## src/rtl/ukl_pkg.sv

```systemverilog
// ============================================================================
// ukl_pkg: shared types and constants of the keyed list engine
// Field widths, operation and status codes, sequencer states, cell commands.
// ============================================================================
package ukl_pkg;

    // Widths of the fields on the channels
    localparam int KIND_W     = 3;
    localparam int KEY_FLD_W  = 16;
    localparam int TAG_FLD_W  = 16;
    localparam int STATUS_W   = 2;
    localparam int COUNT_FLD_W = 7;

    // Operation codes
    localparam logic [KIND_W-1:0] KIND_INS_FRONT = 3'd0;
    localparam logic [KIND_W-1:0] KIND_INS_BACK  = 3'd1;
    localparam logic [KIND_W-1:0] KIND_RM_FIRST  = 3'd2;
    localparam logic [KIND_W-1:0] KIND_RM_LAST   = 3'd3;
    localparam logic [KIND_W-1:0] KIND_RM_KEY    = 3'd4;
    localparam logic [KIND_W-1:0] KIND_FIND_KEY  = 3'd5;
    localparam logic [KIND_W-1:0] KIND_REPL_KEY  = 3'd6;

    // Status codes
    localparam logic [STATUS_W-1:0] STAT_OK        = 2'd0;
    localparam logic [STATUS_W-1:0] STAT_FULL      = 2'd1;
    localparam logic [STATUS_W-1:0] STAT_EMPTY     = 2'd2;
    localparam logic [STATUS_W-1:0] STAT_NOT_FOUND = 2'd3;

    // Sequencer states
    typedef enum logic [2:0] {
        ST_IDLE,
        ST_MATCH,
        ST_PICK,
        ST_SPAN,
        ST_GATHER,
        ST_DONE
    } state_t;

    // Update command broadcast to every cell
    typedef enum logic [2:0] {
        CMD_NONE,
        CMD_SHR,      // every cell takes its left neighbor
        CMD_SHL,      // cells at or above the hit take their right neighbor
        CMD_PUT_SEL,  // the selected cell takes the new entry
        CMD_PUT_CNT   // the cell just past the last entry takes the new entry
    } cmd_t;

    // Control broadcast to the cells
    typedef struct packed {
        cmd_t              cmd;
        logic [KIND_W-1:0] kind;
    } ukl_ctl_t;

endpackage

```

## src/rtl/ukl_cell.sv

```systemverilog
// ============================================================================
// ukl_cell: one position of the list
// Holds one entry, flags a hit for the current operation and shifts to or
// from its neighbors on the broadcast command.
// ============================================================================
module ukl_cell #(
    parameter int INDEX      = 0,
    parameter int LIST_DEPTH = 64,
    parameter int KEY_BITS   = 16,
    parameter int TAG_BITS   = 16,
    localparam int CNT_W     = $clog2(LIST_DEPTH + 1),
    localparam int ENT_W     = KEY_BITS + TAG_BITS
) (
    input  logic                 clk,
    input  logic                 rst_n,
    input  ukl_pkg::ukl_ctl_t    ctl,
    input  logic [CNT_W-1:0]     count,
    input  logic [KEY_BITS-1:0]  skey,
    input  logic [ENT_W-1:0]     nent,
    input  logic [ENT_W-1:0]     left_ent,
    input  logic [ENT_W-1:0]     right_ent,
    input  logic                 sel,
    input  logic                 tail,
    output logic [ENT_W-1:0]     ent,
    output logic                 hit
);
    import ukl_pkg::*;

    logic [ENT_W-1:0] ent_reg;
    logic [ENT_W-1:0] ent_next;
    logic             hit_reg;
    logic             hit_next;
    logic             occ;

    // Position holds a live entry
    assign occ = CNT_W'(INDEX) < count;

    // Hit for the operation in flight
    always_comb
    begin
        case (ctl.kind)
            KIND_RM_FIRST:
                hit_next = occ && (INDEX == 0);
            KIND_RM_LAST:
                hit_next = (count == CNT_W'(INDEX + 1));
            KIND_RM_KEY, KIND_FIND_KEY, KIND_REPL_KEY:
                hit_next = occ && (ent_reg[ENT_W-1 -: KEY_BITS] == skey);
            default:
                hit_next = 1'b0;
        endcase
    end

    // Entry update
    always_comb
    begin
        ent_next = ent_reg;
        case (ctl.cmd)
            CMD_SHR:
                ent_next = left_ent;
            CMD_SHL:
                if (tail)
                begin
                    ent_next = right_ent;
                end
            CMD_PUT_SEL:
                if (sel)
                begin
                    ent_next = nent;
                end
            CMD_PUT_CNT:
                if (count == CNT_W'(INDEX))
                begin
                    ent_next = nent;
                end
            default:
                ent_next = ent_reg;
        endcase
    end

    always_ff @(posedge clk)
    begin
        ent_reg <= ent_next;
    end

    always_ff @(posedge clk or negedge rst_n)
    begin
        if (!rst_n)
        begin
            hit_reg <= 1'b0;
        end
        else
        begin
            hit_reg <= hit_next;
        end
    end

    assign ent = ent_reg;
    assign hit = hit_reg;

endmodule

```

## config.mk

```make
export PLATFORM = sky130hd
export DESIGN_NAME = ukl_cell
export DESIGN_NICKNAME = d
export VERILOG_FILES = /design/src/rtl/ukl_pkg.sv /design/src/rtl/ukl_cell.sv
export SDC_FILE = /design/constraint.sdc
export NUM_CORES = 1
export LEC_CHECK = 0
export BUFFER_PORTS_ARGS = -buffer_cell sky130_fd_sc_hd__buf_4
export CORE_ASPECT_RATIO = 0.75
export CORE_MARGIN = 10
export CORE_UTILIZATION = 34
export DETAILED_ROUTE_END_ITERATION = 8
export PLACE_DENSITY = 0.76
export SYNTH_ARGS = -nofsm -noshare
export SYNTH_HDL_FRONTEND = slang
export SYNTH_SLANG_ARGS = --single-unit
```

## constraint.sdc

```tcl
create_clock -name clk -period 1 [get_ports clk]
set_input_delay 0 -clock clk [delete_from_list [all_inputs] [get_ports clk]]
set_output_delay 0 -clock clk [all_outputs]
set_load 0.05 [all_outputs]
```

== Word level (Yosys, flattened, before mapping) ==
Cells that the tools add are included.
Cells by class
  magnitude comparators: 1
  equal/unequal tests: 14
  multiplexer cells: 5
  reductions and logical operators: 5
Operators by type and width (count)
  $pmux W32 S4: 1
  $mux W32: 3
  $eq A16 B16 Y1: 1
  $eq A3 B2 Y1 const B: 4
  $eq A3 B3 Y1 const B: 4
  $eq A7 B1 Y1 const B: 1
  $logic_not A7 Y1: 1
  $lt A1 B7 Y1 const A: 1
  $ne A2 B2 Y1 const B: 3
  $reduce_and A4 Y1: 1
  $reduce_bool A4 Y1: 1
  $eq A3 B1 Y1 const B: 1
  $pmux W1 S3: 1
  $reduce_or A3 Y1: 1
  $logic_and A1 B1 Y1: 1
Word-level totals
  register bits after elaboration: 33
  output and inout bits: 33

== Longest topological paths before layout ==
Gate-level depths: netlist (run 1).
  word-level depth: 3
  depth in mapped cells: 7
  depth with buffers taken out: 5

== Worst setup path after synthesis (run 1) ==
No wires, ideal clock.
  kind: in2reg
  from: in ctl[5] (netlist bit)
  to: reg ent_reg[0], in the netlist ent[0] (enable)
  arrival: 2.825 ns
  slack: -2.295 ns
  stages on the path: 3
  path buffers: 2
  cell sequence: buf_2 > clkbuf_1 > o31ai_1
On the way
  cells in the longest elaborated chain, start to end: 3
RTL lines
  from (decl): line ukl_cell.sv:16  | input ukl_pkg::ukl_ctl_t ctl,
  $eq A3 B3 Y1 (tied with other cells): line ukl_cell.sv:57  | case (ctl.cmd)
  $reduce_bool A4 Y1 (no line) / $ne A2 B2 Y1 (equally long branches)
  $reduce_and A4 Y1 (no line) *
  to (signal assigned): line ukl_cell.sv:82  | ent_reg <= ent_next;
  to (decl): line ukl_cell.sv:29  | logic [ENT_W-1:0] ent_reg;
Every way passes the cells marked *; elsewhere a longest branch is shown, timed or not.
A chain may end at the register's enable or synchronous reset.

== Final worst setup path (run 1) ==
  from: in count[6]
  to: reg ent_reg[9], in the netlist ent[9] (enable)
On the way
  cells in the longest elaborated chain, start to end: 3
RTL lines
  from (decl): line ukl_cell.sv:17  | input logic [CNT_W-1:0] count,
  $logic_not A7 Y1: line ukl_cell.sv:71  | if (count == CNT_W'(INDEX))
  $ne A2 B2 Y1 (no line)
  $reduce_and A4 Y1 (no line)
No other way between the ends.

==> results.toml, run 1 <==
[logic_synthesis]
synth_cell_types = 27
synth_top_cells_by_area = "edfxtp_1 (39%), o22a_1 (11%), o22ai_1 (8.1%), a21oi_1 (7.1%), o21ai_0 (6.3%)"
netlist.area_leader.share = 0.3910
synth_nets = 420
yosys_warnings = 0
synthArstFlopShare = 0.03030
synth_most_common_cell = "a21oi_1"
synth_top_area_cell = "edfxtp_1"
post_synth_inst_count = 291
synth_edf_count = 32
syn_area_per_cell_um2 = 8.445
synthTopCellsByCount = "a21oi_1 (35), nor2_1 (34), nand2_1 (33)"
ys_seq_elements = 33
yosysSeqAreaShare = 0.4012
ys.flop_type = "edfxtp_1"
synth_area_um2 = 2457

[place]
dp_hpwl_mm = 8.091
numPortBuffers = 161
dp_cells = 552
gp_congestion = 0.8019

[outcome]
violations = "setup timing"
status = "complete, but fails checks"

[timing]
final.setup.worst_slack_ps = -413.3
drv_slew = 0
hold_violations = 0
period_share = 1.413
clock.fmax_ghz = 0.7076
layout_min_cycle_time_ps = 1413
worst_slew_pin_slew_ps = 499.0
fin_skew_ps = 3.766
finalSetupViolCount = 35
relSlewSlack = 0.6673
grt_setup_unrepaired = "yes"

[cts]
cts_buffer_depth = 2
worstSkewPairLatency_ps = 270
cts_tree = "done"
cts-root-buf = "clkbuf_8"
cts.sinks = 33
path_clk_slew_ps = 70
htree_levels = 2
cts_buffers = 5

[critical_path]
cp_num_cells = 7
critical_path.cell_chain = "buf_6 -> or4_4 -> nor4_4 -> buf_4 -> nand3_4 -> o31ai_4 -> buf_12"
critPathMaxStageDelay_ps = 550
cp_slowest_cell = "or4_4"
cp.buffers_inverters = 3
crit-reg2reg-capture = "hit"
critPathCaptureType = "register"
cp-start-kind = "input port"
reg2reg_slack_ps = -280
reg2reg_from = "ent[24]"
reg2reg_depth = 5
path_class = "input port to register"
required_ps = 990
crit_family = "simple AND/OR/NAND/NOR gates"
path_max_fanout = 15
arrival_ps = 1400

[power_and_ir_drop]
p_switching_w = 0.001697
switching_share = 0.3293
power_frac_comb = 0.417
seqPwrFrac = 0.346
pwr_density_cell_nw_per_um2 = 1197
p_leak_nw = 1.785
clkPwrFrac = 0.237
p_int_w = 0.003457
peakVddDrop_mv = 0.8522

[grt]
grt_pass1_vias = 3023
grt_pass1_wl_mm = 15.63
grt_max_degree = 35
grt_usage = 0.1713
grt_remaining_overflow = 0
antenna_found_initial = 0

[die]
rows = 26
die_w_um = 118.2
fp.coreArea_um2 = 6929
die-area_um2 = 11060
pin_count = 162
initial_core_util = 0.3546
die_y_um = 93.63

[min_path]
hold_class = "input port to async pin"

[detailed_routing]
drt_wl_total_mm = 10.18
ant_nets = 0
avgViaCountPerCell = 5.193
drt-initial-drc-count = 191
wire_per_inst_um = 18.02
drcViolationCount = 0
vias = 2934
firstDrtPassIters = 4

[layout]
postLayoutCoreUtil = 0.6213
drive_gt1_frac = 0.4561
largest_reg_flops = 32
fin_cells = 565
diodes = 0
syn_to_final_growth_pct = 75.20
fin_nets = 595

[flow_run]
max_cap_viol_count = 0
## worst max-delay path by stage
stage,start,endpoint,slack [ps]
finish,count[6],ent[9],-410
detailed placement,count[6],ent[1],-760
global route,count[6],ent[9],-490
CTS,count[6],ent[12],-440
global placement,count[6],ent[13],-700
floorplan,ctl[3],ent[0],-560
## stage by stage
| stage | setup TNS, ps | area (um^2) | hold slack (ps) | power, W | worst slack, ps |
|---|---|---|---|---|---|
| after floorplan | -19620 | 2550 | -295.6 | 0.002903 | -564.6 |
| after global placement | -27670 | 3974 | -224.2 | 0.003776 | -703.1 |
| after detailed placement | -30040 | 3974 | -223.7 | 0.003812 | -758.3 |
| after CTS | -13890 | 4279 | 20.29 | 0.005198 | -437.5 |
| after global routing | -15500 | 4305 | 19.95 | 0.005434 | -486.8 |
| final | -12860 | 4305 | 35.24 | 0.005155 | -413.3 |
## repair_timing
action,in CTS,in global routing
pin swaps,0,0
endpoints found under the hold margin,2,0
setup endpoints to repair,42,42
hold buffers,3,0
setup buffers,4,6
gates resized for setup,32,11
cloned,1,0
## power groups by stage
| stage | Clock (W) | Sequential (W) | Combinational, W |
|---|---|---|---|
| after floorplan | 0 | 0.00227 | 0.000630 |
| after global placement | 0 | 0.00180 | 0.00198 |
| after detailed placement | 0 | 0.00181 | 0.00200 |
| after CTS | 0.00128 | 0.00178 | 0.00214 |
| after global routing | 0.00135 | 0.00180 | 0.00228 |
| final | 0.00122 | 0.00178 | 0.00215 |
## area by class of cell
class	count	area, um^2
multi-input combinational	229	1383
clock inverter	3	46.29
clock buffer	5	68.82
fill	585	2624
tap	98	122.6
sequential	33	985.9
timing repair buffer	197	1699
## cell families (layout without fill, tap and decap cells)
family / Yosys count / after routing / synth area share
AO/OA/AOI/OAI: 133 / 133 / 0.3401
XOR/XNOR: 16 / 16 / 0.05702
buffers and inverters: 29 / 205 / 0.06262
flip-flops: 33 / 33 / 0.4012
AND/OR/NAND/NOR: 80 / 80 / 0.1390
## worst reg2reg max path: stages (launching register included)
cell and delay (ps):
edfxtp_1 460, xnor2_2 170, nand3_1 110, nor3_2 200
nand4_1 110, a21oi_1 150
## routing by layer
layer	vias to the layer above	part of all wire	track usage
met5	-	0	0
met4	0	0.0021	0.01745
met3	4	0.087	0.05706
met2	135	0.47	0.2904
met1	1340	0.44	0.2144
li1	1455	-	-
## cells in the final DEF (no fill, tap or decap), types with 3 or more instances in the layout
| master | synthesis | routed |
|---|---|---|
| o21ai_0 | 31 | 31 |
| buf_8 | 0 | 8 |
| a21oi_1 | 35 | 35 |
| xnor2_1 | 11 | 10 |
| buf_12 | 0 | 7 |
| clkbuf_8 | 0 | 5 |
| xor2_1 | 5 | 5 |
| o22a_1 | 32 | 32 |
| buf_6 | 3 | 12 |
| buf_4 | 3 | 166 |
| edfxtp_1 | 32 | 32 |
| o22ai_1 | 32 | 32 |
| nor2_1 | 34 | 33 |
| dlygate4sd3_1 | 0 | 3 |
| nand2_1 | 33 | 32 |
| nand4_1 | 3 | 3 |
Note: power is estimated with default switching activity, not from simulation.
==> inputs of run 2 (changes only) <==
CTS_BUF_LIST = sky130_fd_sc_hd__clkbuf_8   (was default)
PLACE_DENSITY = 0.73   (was 0.76)
clock period = 1.4 ns   (was 1 ns; I/O delays follow)
==> run 2 against run 1 <==
Against the previous run:
- the run now ends clean
- first-iteration DRC count down 18%
- clock power shrank 28%
- setup slack better by 450 ps
- utilization decreased by 4.4 points
- largest power group unchanged
- total power decreased by 32%
- worst hold slack gained 0.92 ps
- largest cell class unchanged
- cell area fell by 7.1%
- global-route usage is 0.60 points lower
- critical path type unchanged
==> results.toml, run 2 (same netlist as run 1, synthesis figures left out) <==
[timing]
clock.fmax_ghz = 0.7346
finalSetupViolCount = 0
layout_min_cycle_time_ps = 1361
final.setup.worst_slack_ps = 38.68
worst_slew_pin_slew_ps = 637.6
hold_violations = 0
tns_ps = 0
fin_skew_ps = 1.489
period_share = 0.9724
grt_setup_unrepaired = "no"
relSlewSlack = 0.5750
drv_slew = 0

[grt]
grt_pass1_vias = 2992
grt_pass1_wl_mm = 15.04
antenna_found_initial = 0
grt_remaining_overflow = 0
grt_max_degree = 65
grt_usage = 0.1653

[detailed_routing]
avgViaCountPerCell = 5.220
drcViolationCount = 0
ant_nets = 0
vias = 2876
firstDrtPassIters = 4
drt_wl_total_mm = 9.657
drt-initial-drc-count = 157
wire_per_inst_um = 17.53

[cts]
htree_levels = 2
worstSkewPairLatency_ps = 280
post_cts_buffers = 0
path_clk_slew_ps = 70
cts-root-buf = "clkbuf_8"
cts_tree = "done"
cts_buffer_depth = 2
cts_buffers = 5
cts.sinks = 33

[power_and_ir_drop]
peakVddDrop_mv = 0.3461
p_leak_nw = 1.652
pwr_density_cell_nw_per_um2 = 881.7

[critical_path]
path_class = "input port to register"
reg2reg_from = "ent[17]"
cp-start-kind = "input port"
arrival_ps = 1350
reg2reg_slack_ps = 110
critPathCaptureType = "register"
crit_end = "ent[8]"
critPathLaunch = "count[6]"
path_max_fanout = 19
crit-reg2reg-capture = "hit"
required_ps = 1390
reg2reg_depth = 5

[die]
die_w_um = 118.2
initial_core_util = 0.3546
pin_count = 162
fp.coreArea_um2 = 6929
die_y_um = 93.63
rows = 26
die-area_um2 = 11060

[place]
dp_hpwl_mm = 7.756
post_dp_cell_area_um2 = 3819
pre_cts_slack_ps = -302.5
dp_cells = 539
gp_congestion = 0.8067
numPortBuffers = 161

[layout]
finalInstanceArea_um2 = 3999
fin_cells = 551
largest_reg_flops = 32
fin_nets = 581
drive_gt1_frac = 0.4327
diodes = 0
layout_commonest_cell = "buf_4"
most-common-layout-cells = "buf_4 (177), a21oi_1 (35), nor2_1 (33)"
postLayoutCoreUtil = 0.5771
syn_to_final_growth_pct = 62.73
fillers = 649

[flow_run]
max_cap_viol_count = 0

[outcome]
status = "completed"

[min_path]
hold_class = "input port to async pin"
[run 2: worst min path at each step]
stage | start | to
finish | rst_n | hit
global route | rst_n | hit
CTS | rst_n | hit
detailed placement | rst_n | hit
global placement | rst_n | hit
floorplan | rst_n | hit
[run 2: critical path, stage by stage]
cell and delay [ps]:
buf_4 110, or4_4 550, nor4_4 180, nand3_1 170, o31ai_4 120, buf_12 210
[run 2: layout make-up]
cell class	instances	area [um^2]	area share
Timing Repair Buffer	183	1409	0.3523
Multi-Input combinational cell	229	1371	0.3429
Clock inverter	3	41.29	0.01033
Clock buffer	5	68.82	0.01721
Tap cell	98	122.6	0.03066
Sequential cell	33	985.9	0.2466
[run 2: per-stage QoR]
step                      power (W)  hold WS, ps
after floorplan            0.002067       -295.6
after global placement     0.002634       -223.1
after detailed placement   0.002656       -223.0
after CTS                  0.003550        28.15
after global routing       0.003702        30.79
final                      0.003526        36.17
[run 2: per-layer routing]
| layer | vias up | share of wire | global-route usage |
|---|---|---|---|
| met5 | - | 0 | 0 |
| met4 | 0 | 0.011 | 0.03183 |
| met3 | 8 | 0.10 | 0.06907 |
| met2 | 115 | 0.46 | 0.2774 |
| met1 | 1328 | 0.43 | 0.1957 |
| li1 | 1425 | - | - |
[run 2: timing repair]
action                                 CTS  global route
setup endpoints to repair                4             1
pin swaps                                0             0
endpoints found under the hold margin    2             0
resized for setup                        1             3
hold buffers                             4             0
[run 2: where the power goes]
part           leakage (nW)  switching [W]  internal [W]
Sequential            0.317      0.0000589       0.00121
Clock                0.0518       0.000353      0.000524
Combinational          1.28       0.000773      0.000602
